==> src/design/scdm_pkg.sv <==
// ----------------------------------------------------------------------------
// session cache package
// types, codes and constants shared by the session cache modules
// ----------------------------------------------------------------------------
`default_nettype none

package scdm_pkg;

	localparam logic [31:0] HASH_MUL       = 32'h9e37_79b1;
	localparam logic [30:0] LIFETIME_RESET = 31'(24 * 60 * 60);
	localparam int          KEY_BYTES      = 32;
	localparam int          IN_TDATA_W     = 416;
	localparam int          OUT_TDATA_W    = 112;

	typedef enum logic [2:0] {
		ST_STORED     = 3'd0,
		ST_HIT        = 3'd1,
		ST_EMPTY      = 3'd2,
		ST_COLLISION  = 3'd3,
		ST_EXPIRED    = 3'd4,
		ST_CERT_BIG   = 3'd5,
		ST_TICKET_BIG = 3'd6
	} status_t;

	// what the front decided an item is
	typedef enum logic [1:0] {
		OP_STORE,
		OP_LOOKUP,
		OP_CERT_BIG,
		OP_TICKET_BIG
	} op_t;

	typedef enum logic [1:0] {
		FR_IDLE,
		FR_HASH,
		FR_PUSH
	} front_state_t;

	typedef enum logic [2:0] {
		BK_CLEAR,
		BK_IDLE,
		BK_READ,
		BK_CHECK,
		BK_WRITE,
		BK_DECIDE,
		BK_REPLY
	} back_state_t;

	typedef struct packed {
		logic [1:0]  pad;
		logic [15:0] ticket_bytes_in;
		logic [15:0] cert_bytes_in;
		logic [63:0] payload_in;
		logic [31:0] now_seconds;
		logic [63:0] key_word3;
		logic [63:0] key_word2;
		logic [63:0] key_word1;
		logic [63:0] key_word0;
		logic [5:0]  key_length;
		logic [7:0]  compression_method;
		logic [15:0] cipher_suite;
	} in_word_t;

	typedef struct packed {
		logic [4:0]  pad;
		logic [15:0] ticket_bytes_out;
		logic [15:0] cert_bytes_out;
		logic [63:0] payload_out;
		logic [7:0]  slot_index;
		status_t     status;
	} out_word_t;

	// one classified item between front and back
	typedef struct packed {
		op_t          op;
		logic [15:0]  suite;
		logic [7:0]   comp;
		logic [5:0]   key_length;
		logic [255:0] key;
		logic [31:0]  now;
		logic [63:0]  payload;
		logic [15:0]  cert_bytes;
		logic [15:0]  ticket_bytes;
		logic [31:0]  hash;
	} job_t;

	typedef struct packed {
		logic [31:0]  hash;
		logic [15:0]  suite;
		logic [7:0]   comp;
		logic [5:0]   key_length;
		logic [255:0] key;
		logic [31:0]  stamp;
		logic [63:0]  payload;
		logic [15:0]  cert_bytes;
		logic [15:0]  ticket_bytes;
	} entry_t;

	typedef struct packed {
		logic valid;
		logic hash_eq;
		logic key_eq;
		logic early;
		logic late;
	} check_t;

endpackage

`default_nettype wire

==> src/design/scdm_fifo.sv <==
// ----------------------------------------------------------------------------
// session cache job queue
// two-entry queue that lets the hash front and the table back stall apart
// ----------------------------------------------------------------------------
`default_nettype none

module scdm_fifo
	import scdm_pkg::*;
(
	input  wire  logic clk,
	input  wire  logic arst_n,
	input  wire  logic push,
	input  job_t       push_data,
	output logic       full,
	input  wire  logic pop,
	output job_t       pop_data,
	output logic       empty
);

	job_t       slots_q [2];
	logic       wr_ptr_q;
	logic       rd_ptr_q;
	logic [1:0] count_q;
	logic       do_push;
	logic       do_pop;

	assign full     = (count_q == 2'd2);
	assign empty    = (count_q == 2'd0);
	assign do_push  = push && !full;
	assign do_pop   = pop && !empty;
	assign pop_data = slots_q[rd_ptr_q];

	always_ff @(posedge clk) begin
		if (do_push) begin
			slots_q[wr_ptr_q] <= push_data;
		end
	end

	always_ff @(posedge clk or negedge arst_n) begin
		if (!arst_n) begin
			wr_ptr_q <= 1'b0;
			rd_ptr_q <= 1'b0;
			count_q  <= 2'd0;
		end else begin
			if (do_push) begin
				wr_ptr_q <= !wr_ptr_q;
			end
			if (do_pop) begin
				rd_ptr_q <= !rd_ptr_q;
			end
			case ({do_push, do_pop})
				2'b10:   count_q <= count_q + 2'd1;
				2'b01:   count_q <= count_q - 2'd1;
				default: count_q <= count_q;
			endcase
		end
	end

endmodule

`default_nettype wire

==> config.mk <==
export PLATFORM = sky130hd
export DESIGN_NAME = scdm_fifo
export DESIGN_NICKNAME = d
export VERILOG_FILES = /design/src/design/scdm_pkg.sv /design/src/design/scdm_fifo.sv
export SDC_FILE = /design/constraint.sdc
export NUM_CORES = 1
export LEC_CHECK = 0
export BUFFER_PORTS_ARGS = -buffer_cell sky130_fd_sc_hd__buf_2
export CORE_AREA = 2 2 348 350
export CTS_CLUSTER_DIAMETER = 40
export CTS_CLUSTER_SIZE = 25
export DETAILED_ROUTE_END_ITERATION = 8
export DIE_AREA = 0 0 350 352
export GPL_ROUTABILITY_DRIVEN = 0
export MAX_ROUTING_LAYER = met4
export SLEW_MARGIN = 10
export SYNTH_ARGS = -nofsm -noshare
export SYNTH_HDL_FRONTEND = slang
export SYNTH_SLANG_ARGS = --single-unit
export TNS_END_PERCENT = 30
==> constraint.sdc <==
create_clock -name clk -period 60.6 [get_ports clk]
set_input_delay 6.06 -clock clk [delete_from_list [all_inputs] [get_ports clk]]
set_output_delay 6.06 -clock clk [all_outputs]
set_load 0.02 [all_outputs]
==> summary.txt <==
largest area contributor in the netlist: edfxtp_1
Slowest Stage Delay on Critical Path: 0.88 ns
# setup viols final: 0
worst clock skew: 0.0349 ns
Max FO, Critical Path: 73
antenna-violating nets left: 0
H-tree depth: 3
CORE AREA: 0.119 mm^2
Die W: 350 um
worst reg2reg path depth: 7
Area Overhead vs Synth: 31.0%
CTS tree: built
Slowest cell on crit path: dfrtp_4
Synth Area in Compound Gates: 0
clock tree root driver cell: clkbuf_16
post-synth top area share: 0.823
final hold vios: 0
min cycle time layout: 11.79 ns
vias in the first global route: 17776
final setup margin: 48.81 ns
worst path bufs/invs: 5
Final TNS setup: 0 ns
fmax: 0.0848 GHz
# resized after CTS: 0
row cnt: 127
dpl ws: 49.48 ns
Slew headroom: 0.261
Yosys cell types: 14
Post-Synth Simple-Gate Area: 0.00103
hold-critical path depth: 1
Post-Synth XOR/XNOR Area: 0.00134
cell leakage power: 15.7 nW
commonest non-fill, non-tap cell in the layout: buf_2
initial antenna violation count: 49
critical path endpoint category: primary output
number of fill cells: 11193
flops & latches, synth: 900
worst flop-to-flop path endpoint: slots_q[0][324]$_DFFE_PP_
crit path DAT: 5.73 ns
DRT iter0 DRCs: 887
Starting Density: 0.274
drt wl/cell: 20.1 um
Worst-path clk slew: 0.06 ns
Via Count: 17030
critical path class: flip-flop to primary output
post-synthesis adder-cell area fraction: 0.000383
Post-Synthesis Net Count: 1865
Worst Hold Endpoint: count_q[1]$_DFFE_PN0P_
# port buffers: 901
largest family of logic cells by synthesized area: multiplexers
Avg Cell Area, Syn: 23.2 um^2
hold_buf cts: 0
cells after synthesis: 1412
Post-CTS Setup Inserts: 0
Req. time, crit path: 54.54 ns
Final nets: 2849
Initial DRT Pass Iterations: 5
register area share after synthesis: 0.826
Max IR drop VDD: 0.0449 mV
CTS buffer count: 113
clock latency on the worst-skew pair: 0.72 ns
vias per cell: 4.12
I/O pin cnt: 902
ordered list of cells on the worst path: buf_4 -> buf_4 -> buf_4 -> buf_4 -> mux2_2 -> buf_2
Max clock buf depth: 3
Top Family by Delay on Critical Path: buffers and inverters
most frequent cells in the layout: 901 x buf_2, 896 x edfxtp_1, 448 x mux2_2
worst slew pin tran: 1.11 ns
synthesis warning total: 0
worst hold start: count_q[1]$_DFFE_PN0P_
post-DP HPWL: 58900 um
Die H: 352 um
Tcrit/Tclk final: 0.195
reg2reg start: count_q[0]$_DFFE_PN0P_
first-pass GRT wire length: 116000 um
Synth Cell Area: 0.0327 mm^2
top post-synthesis cells by area: edfxtp_1 82%, mux2_2 15%, buf_6 1.6%, dfrtp_1 0.31%, xnor2_1 0.080%
RSZ-0062 raised after global routing: no
status: finished clean
R2R setup slack: 55.35 ns
critical path startpoint category: flip-flop
Global Route Usage Sum: 0.133
critical path's most frequent cell: buf_4
number of remaining DRC errors: 0
pin count of the biggest net entering global routing: 149
Clock Sinks: 900
total global routing overflow: 0
HP Class: flip-flop to flip-flop
mux cell area share after synthesis: 0.154
Power per Cell Area: 52.6 mW/mm^2
share of layout cells above drive strength 1: 0.627
WL final: 83200 um
die area: 0.123 mm^2
Slew Viols, Final: 0
max_cap viols: 0
synth_stat cells:
| cell | instances |
|---|---|
| xor2_1 | 2 |
| and3_1 | 1 |
| buf_6 | 47 |
| xnor2_1 | 3 |
| ha_1 | 1 |
| dfrtp_1 | 4 |
| nand2_1 | 1 |
| edfxtp_1 | 896 |
| mux2_2 | 448 |
| nand2b_1 | 1 |
| nor2_1 | 3 |
| nor2b_1 | 1 |
| buf_2 | 3 |
| inv_1 | 1 |
where the power goes:
| part | switching [W] | total [W] | internal [W] |
|---|---|---|---|
| clock | 0.000281 | 0.000675 | 0.000394 |
| combinational | 0.000442 | 0.000690 | 0.000249 |
| sequential | 0.0000338 | 0.000886 | 0.000852 |
layout make-up:
class	count	area [um^2]	share of cell area
sequential	900	27000	0.631
multi-input combinational	461	5150	0.120
timing repair buffer	919	4660	0.109
clock buffer	126	2920	0.0681
tap	1612	2020	0.0471
clock inverter	89	998	0.0233
antenna	27	67.6	0.00158
inverter	1	3.75	0.0000877
sequential cells by signal (all words and copies together) (netlist names):
name and cells:
rd_ptr_q 1, slots_q 896, count_q 2, wr_ptr_q 1
metal layers:
metal / wire (um) / track usage
met1: 31500 / 0.140
met2: 41600 / 0.221
met3: 7910 / 0.0537
met4: 2210 / 0.0510
met5: 0 / -
worst max path at each step:
stage / startpoint / endpoint / slack (ns) / cells after the start
floorplan: push / slots_q[0][0]$_DFFE_PP_ / 34.65 / 2
global placement: rd_ptr_q$_DFFE_PN0P_ / pop_data[327] / 49.58 / 6
detailed placement: rd_ptr_q$_DFFE_PN0P_ / pop_data[328] / 49.48 / 6
CTS: rd_ptr_q$_DFFE_PN0P_ / pop_data[328] / 48.69 / 6
global route: rd_ptr_q$_DFFE_PN0P_ / pop_data[328] / 48.46 / 6
finish: rd_ptr_q$_DFFE_PN0P_ / pop_data[328] / 48.81 / 6
cell families after synthesis:
| group | after synthesis |
|---|---|
| xor gates and xnor gates | 5 |
| DFF | 900 |
| adders and majority gates | 1 |
| buffers and inverters | 51 |
| and+or+nand+nor | 7 |
| muxes | 448 |
metrics by stage:
stage	hold slack, ns	total power, W	util	cells	area [um^2]
global placement	0.491	0.00159	0.325	3893	38800
CTS	0.519	0.00228	0.358	4108	42800
finish	0.523	0.00225	0.359	4135	42800
global route	0.534	0.00235	0.359	4129	42800
floorplan	0.461	0.00147	-	1412	32700
detailed placement	0.496	0.00160	0.325	3893	38800
No activity file was read; power rests on OpenSTA's default activity.
