$ cat config.mk
export PLATFORM = sky130hd
export DESIGN_NAME = scdm_front
export DESIGN_NICKNAME = d
export VERILOG_FILES = /design/src/design/scdm_pkg.sv /design/src/design/scdm_front.sv
export SDC_FILE = /design/constraint.sdc
export NUM_CORES = 1
export LEC_CHECK = 0
export CORE_AREA = 8 8 332 334
export CTS_CLUSTER_SIZE = 25
export DETAILED_ROUTE_END_ITERATION = 10
export DIE_AREA = 0 0 340 342
export DONT_BUFFER_PORTS = 1
export GPL_ROUTABILITY_DRIVEN = 0
export SLEW_MARGIN = 20
export SYNTH_ARGS = -nofsm -noshare
export SYNTH_HDL_FRONTEND = slang
export SYNTH_SLANG_ARGS = --single-unit
$ cat constraint.sdc
create_clock -name clk -period 37.7 [get_ports clk]
set_input_delay 7.54 -clock clk [delete_from_list [all_inputs] [get_ports clk]]
set_output_delay 7.54 -clock clk [all_outputs]
set_load 0.01 [all_outputs]
$ cat src/design/scdm_pkg.sv
// ----------------------------------------------------------------------------
// session cache package
// types, codes and constants shared by the session cache modules
// ----------------------------------------------------------------------------
`default_nettype none

package scdm_pkg;

	localparam logic [31:0] HASH_MUL       = 32'h9e37_79b1;
	localparam logic [30:0] LIFETIME_RESET = 31'(24 * 60 * 60);
	localparam int          KEY_BYTES      = 32;
	localparam int          IN_TDATA_W     = 416;
	localparam int          OUT_TDATA_W    = 112;

	typedef enum logic [2:0] {
		ST_STORED     = 3'd0,
		ST_HIT        = 3'd1,
		ST_EMPTY      = 3'd2,
		ST_COLLISION  = 3'd3,
		ST_EXPIRED    = 3'd4,
		ST_CERT_BIG   = 3'd5,
		ST_TICKET_BIG = 3'd6
	} status_t;

	// what the front decided an item is
	typedef enum logic [1:0] {
		OP_STORE,
		OP_LOOKUP,
		OP_CERT_BIG,
		OP_TICKET_BIG
	} op_t;

	typedef enum logic [1:0] {
		FR_IDLE,
		FR_HASH,
		FR_PUSH
	} front_state_t;

	typedef enum logic [2:0] {
		BK_CLEAR,
		BK_IDLE,
		BK_READ,
		BK_CHECK,
		BK_WRITE,
		BK_DECIDE,
		BK_REPLY
	} back_state_t;

	typedef struct packed {
		logic [1:0]  pad;
		logic [15:0] ticket_bytes_in;
		logic [15:0] cert_bytes_in;
		logic [63:0] payload_in;
		logic [31:0] now_seconds;
		logic [63:0] key_word3;
		logic [63:0] key_word2;
		logic [63:0] key_word1;
		logic [63:0] key_word0;
		logic [5:0]  key_length;
		logic [7:0]  compression_method;
		logic [15:0] cipher_suite;
	} in_word_t;

	typedef struct packed {
		logic [4:0]  pad;
		logic [15:0] ticket_bytes_out;
		logic [15:0] cert_bytes_out;
		logic [63:0] payload_out;
		logic [7:0]  slot_index;
		status_t     status;
	} out_word_t;

	// one classified item between front and back
	typedef struct packed {
		op_t          op;
		logic [15:0]  suite;
		logic [7:0]   comp;
		logic [5:0]   key_length;
		logic [255:0] key;
		logic [31:0]  now;
		logic [63:0]  payload;
		logic [15:0]  cert_bytes;
		logic [15:0]  ticket_bytes;
		logic [31:0]  hash;
	} job_t;

	typedef struct packed {
		logic [31:0]  hash;
		logic [15:0]  suite;
		logic [7:0]   comp;
		logic [5:0]   key_length;
		logic [255:0] key;
		logic [31:0]  stamp;
		logic [63:0]  payload;
		logic [15:0]  cert_bytes;
		logic [15:0]  ticket_bytes;
	} entry_t;

	typedef struct packed {
		logic valid;
		logic hash_eq;
		logic key_eq;
		logic early;
		logic late;
	} check_t;

endpackage

`default_nettype wire

$ cat src/design/scdm_front.sv
// ----------------------------------------------------------------------------
// session cache front
// takes one word, masks the id, runs the byte-serial hash and classifies
// ----------------------------------------------------------------------------
`default_nettype none

module scdm_front
	import scdm_pkg::*;
#(
	parameter int CERT_MAX_BYTES   = 4096,
	parameter int TICKET_MAX_BYTES = 1024
) (
	input  wire  logic     clk,
	input  wire  logic     arst_n,
	input  wire  logic     in_valid,
	output logic           in_ready,
	input  wire  logic     in_cmd,
	input  in_word_t       in_word,
	input  wire  logic     blocked,
	output logic           push,
	output job_t           push_data,
	input  wire  logic     full
);

	front_state_t state_q;
	front_state_t state_d;
	in_word_t     item_q;
	logic         cmd_q;
	logic [5:0]   len_q;
	logic [5:0]   cnt_q;
	logic [31:0]  hash_q;
	logic [255:0] key_q;
	logic [5:0]   len_d;
	logic [255:0] key_raw;
	logic [255:0] key_masked;
	logic [7:0]   cur_byte;
	logic         accept;
	op_t          op;

	assign accept   = in_valid && in_ready;
	assign key_raw  = {in_word.key_word3, in_word.key_word2,
		in_word.key_word1, in_word.key_word0};
	assign len_d    = (in_word.key_length > 6'd32) ? 6'd32 : in_word.key_length;
	assign cur_byte = key_q[{cnt_q[4:0], 3'b000} +: 8];

	// bytes at and beyond the clipped length never count
	always_comb begin
		for (int b = 0; b < KEY_BYTES; b++) begin
			key_masked[b*8 +: 8] = (6'(b) < len_d) ? key_raw[b*8 +: 8] : 8'h00;
		end
	end

	always_comb begin
		if (cmd_q) begin
			op = OP_LOOKUP;
		end else if (item_q.cert_bytes_in > 16'(CERT_MAX_BYTES)) begin
			op = OP_CERT_BIG;
		end else if (item_q.ticket_bytes_in > 16'(TICKET_MAX_BYTES)) begin
			op = OP_TICKET_BIG;
		end else begin
			op = OP_STORE;
		end
	end

	always_comb begin
		state_d = state_q;
		unique case (state_q)
			FR_IDLE: begin
				if (accept) begin
					state_d = FR_HASH;
				end
			end
			FR_HASH: begin
				if (cnt_q == len_q) begin
					state_d = FR_PUSH;
				end
			end
			FR_PUSH: begin
				if (!full) begin
					state_d = FR_IDLE;
				end
			end
			default: state_d = FR_IDLE;
		endcase
	end

	always_comb begin
		in_ready = 1'b0;
		push     = 1'b0;
		unique case (state_q)
			FR_IDLE: in_ready = !blocked;
			FR_HASH: in_ready = 1'b0;
			FR_PUSH: push     = !full;
			default: in_ready = 1'b0;
		endcase
	end

	always_comb begin
		push_data.op           = op;
		push_data.suite        = item_q.cipher_suite;
		push_data.comp         = item_q.compression_method;
		push_data.key_length   = item_q.key_length;
		push_data.key          = key_q;
		push_data.now          = item_q.now_seconds;
		push_data.payload      = item_q.payload_in;
		push_data.cert_bytes   = item_q.cert_bytes_in;
		push_data.ticket_bytes = item_q.ticket_bytes_in;
		push_data.hash         = hash_q;
	end

	always_ff @(posedge clk or negedge arst_n) begin
		if (!arst_n) begin
			state_q <= FR_IDLE;
		end else begin
			state_q <= state_d;
		end
	end

	// the suite is not hashed; the hash starts from the compression method
	always_ff @(posedge clk) begin
		if (accept) begin
			item_q <= in_word;
			cmd_q  <= in_cmd;
			len_q  <= len_d;
			key_q  <= key_masked;
			cnt_q  <= 6'd0;
			hash_q <= {24'd0, in_word.compression_method} * HASH_MUL;
		end else if (state_q == FR_HASH && cnt_q != len_q) begin
			hash_q <= (hash_q + {24'd0, cur_byte}) * HASH_MUL;
			cnt_q  <= cnt_q + 6'd1;
		end
	end

endmodule

`default_nettype wire

==> flow_metrics.env <==
export IMPL_post_synth_cell_area_avg_um2=13.26
export IMPL_hpwl_um=135900
export IMPL_worstSetupStartpoint="blocked"
export IMPL_grt_util_met3_pct=20.80
export IMPL_final_period_minus_worst_setup_slack_ns=15.59
export IMPL_synth_cell_types=69
export IMPL_final_max_slew_viols=0
export IMPL_cts_buffer_depth=3
export IMPL_yosys_top_cells_area="edfxtp_1, fa_1, ha_1, mux4_2, inv_1"
export IMPL_critPathLaunchType="input port"
export IMPL_syn_cell_area_um2=31030
export IMPL_routed_wire_length_per_instance_um=40.00
export IMPL_reg2reg_depth=36
export IMPL_grtUsageMet1_pct=27.96
export IMPL_effective_utilization_at_floorplan_pct=29.64
export IMPL_vias=19820
export IMPL_critical_path_top_delay_family="simple AND/OR/NAND/NOR gates"
export IMPL_grt_overflow_total=0
export IMPL_ctsHoldBuffers=0
export IMPL_crit_required_ns=30.16
export IMPL_cts_tree="done"
export IMPL_layout_area_overhead_vs_synth_pct=12.83
export IMPL_grt_busiest_layer="met2"
export IMPL_final_cell_mix="edfxtp_1, inv_1, fa_1"
export IMPL_drcViolationCount=0
export IMPL_layout_cells_most_common="edfxtp_1"
export IMPL_critical_path_buf_inv_count=0
export IMPL_post_route_fraction_of_the_period_consumed_by_the_critical_path_pct=41.35
export IMPL_routed_via_density=5.105
export IMPL_totalWireLength_um=155300
export IMPL_setup_worst_path_end="in_ready"
export IMPL_setup_total_negative_slack_ns=0
export IMPL_cp_data_arrival_time_ns=8.05
export IMPL_post_route_cells_drive_above_1_share_pct=10.19
export IMPL_worstSetupPathType="input port to output pin"
export IMPL_grt_max_degree=166
export IMPL_synth_largest_area_cell="edfxtp_1"
export IMPL_register_bit_count_reported_by_yosys=461
export IMPL_worstSetupPathDepth=1
export IMPL_worstPathCellList="nor3_1"
export IMPL_post_cts_repair_setup_buffers=0
export IMPL_max_slew_headroom_pct=27.59
export IMPL_postRouteAntennaNets=0
export IMPL_detail_route_first_pass_iterations=5
export IMPL_critPathMaxStageDelay_ns=0.51
export IMPL_fmax_mhz=64.15
export IMPL_maxCapViolations=0
export IMPL_timing_hold_worst_class="flop to flop"
export IMPL_timing_critical_path_fanout_max=2
export IMPL_yosys_most_used_dff="edfxtp_1"
export IMPL_io_pin_count=872
export IMPL_drt_initial_drc_count=1756
export IMPL_die_w_um=340
export IMPL_grt_pass1_vias=20080
export IMPL_rsz_0062_raised_after_global_routing="false"
export IMPL_synth_top_cell_area_share_pct=43.84
export IMPL_seq_area_frac_synth_pct=44.39
export IMPL_clock_sinks=461
export IMPL_design_core_area_um2=104700
export IMPL_rr_startpoint="cnt_q[0]$_SDFFE_PP0P_"
export IMPL_hold_viol_final=0
export IMPL_die_y_um=342
export IMPL_cp_slowest_cell="nor3_1"
export IMPL_post_synth_inst_count=2340
export IMPL_nets_in_the_synthesized_netlist=3281
export IMPL_fp_dieArea_um2=116300
export IMPL_r2r_slack_ns=25.14
export IMPL_grt_first_pass_wirelength_um=198700
export IMPL_antenna_violations_before_repair=157
export IMPL_grtUsageTotal_pct=25.78
export IMPL_port_buffers=0
export IMPL_cts_root_buf="clkbuf_16"
export IMPL_tritoncts_num_buffers=54
export IMPL_nets=3328
export IMPL_clock_latency_ns=0.67
export IMPL_use_met2_pct=37.41
export IMPL_h_tree_depth=2
export IMPL_floorplan_rows=119
export IMPL_skew_ns=0.05561
export IMPL_postCtsResizedCells=0
export IMPL_clkTransAtPathRegs_ns=0.06
export IMPL_timing_critical_path_to_type="output pin"
export IMPL_postSynth_asyncResetShare_pct=0.4338
export IMPL_number_of_flops_mapped_to_enable_cells_by_yosys=453
export IMPL_worst_r2r_endpoint="hash_q[28]$_DFFE_PP_"
export IMPL_yosysWarningCount=0
export IMPL_setup_violations=0
export IMPL_max_slew_worst_pin_slew_ns=1.078
export IMPL_status="complete, no violations"
[cell usage after synthesis, drive strengths merged (2+ instances only)]
library cell  instances
and2                148
dfrtp                 2
xor2                 42
buf                  10
or2                  10
inv                 424
a211oi                7
nand2                71
edfxtp              453
a31oi                 9
mux2                  7
a21o                 26
o22ai                 2
clkbuf               29
nand3                21
mux4                 80
dfxtp                 6
o31ai                 7
a21boi                5
o21bai                3
a21oi                61
o21ai                43
nor2                 57
o2111ai               2
nand4                 9
ha                  256
and3                  8
fa                  263
o21a                 12
a31o                  3
and4                  5
nor4                  6
nand2b               15
xnor2                78
mux2i                 7
or3                   5
nor2b               123
nor3                  9
o211ai                5
[area by class of cell]
type,count,area (µm²)
fillers,10320,69660
multi-input cells,1416,15600
flip-flops and latches,461,13780
well taps,1391,1740
inverters,424,1599
clock buffers,62,1381
clock inverters,40,523.0
repair buffers,30,237.7
diodes,58,145.1
[how the worst min path moves through the flow]
| stage | start | end | slack [ns] | depth (start not counted) |
|---|---|---|---|---|
| floorplan | cnt_q[5]$_SDFFE_PP0P_ | cnt_q[5]$_SDFFE_PP0P_ | 0.50 | 2 |
| CTS | cnt_q[5]$_SDFFE_PP0P_ | cnt_q[5]$_SDFFE_PP0P_ | 0.55 | 2 |
| finish | cnt_q[5]$_SDFFE_PP0P_ | cnt_q[5]$_SDFFE_PP0P_ | 0.55 | 2 |
| global route | cnt_q[5]$_SDFFE_PP0P_ | cnt_q[5]$_SDFFE_PP0P_ | 0.59 | 2 |
| global placement | cnt_q[5]$_SDFFE_PP0P_ | cnt_q[5]$_SDFFE_PP0P_ | 0.51 | 2 |
| detailed placement | cnt_q[5]$_SDFFE_PP0P_ | cnt_q[5]$_SDFFE_PP0P_ | 0.53 | 2 |
[through the flow]
| step | hold slack [ns] | util [%] | cells | setup slack, ns | instance area [µm²] |
|---|---|---|---|---|---|
| after CTS | 0.5480 | 33.31 | 3824 | 22.06 | 34860 |
| final | 0.5489 | 33.45 | 3882 | 22.11 | 35010 |
| after floorplan | 0.4984 | - | 2340 | 16.76 | 31030 |
| after detailed placement | 0.5302 | 31.49 | 3722 | 22.06 | 32960 |
| after global placement | 0.5147 | 31.48 | 3722 | 22.05 | 32950 |
| after global routing | 0.5907 | 33.37 | 3852 | 22.04 | 34930 |
[registers in the layout, summed over array words and instances (netlist names)]
signal     count
cmd_q          1
cnt_q          6
hash_q        32
key_q        256
len_q          6
push_data    158
state_q        2
[cell families after synthesis]
kind of cell | share of synthesized area [%]
fa+ha+maj | 27.29
simple gates | 8.985
buf+inv | 5.621
flops | 44.39
compound gates | 3.879
xor+xnor | 3.545
mux | 6.287
[layer usage]
metal,part of all wire (%),up-vias,wire (µm)
li1,-,8119,-
met1,35,9923,54750
met2,42,1275,65190
met3,18,379,28000
met4,4.2,120,6461
met5,0.58,-,893
Power is not shown: default switching activity piles up to over one toggle a cycle in this logic, so the estimate is an artifact.
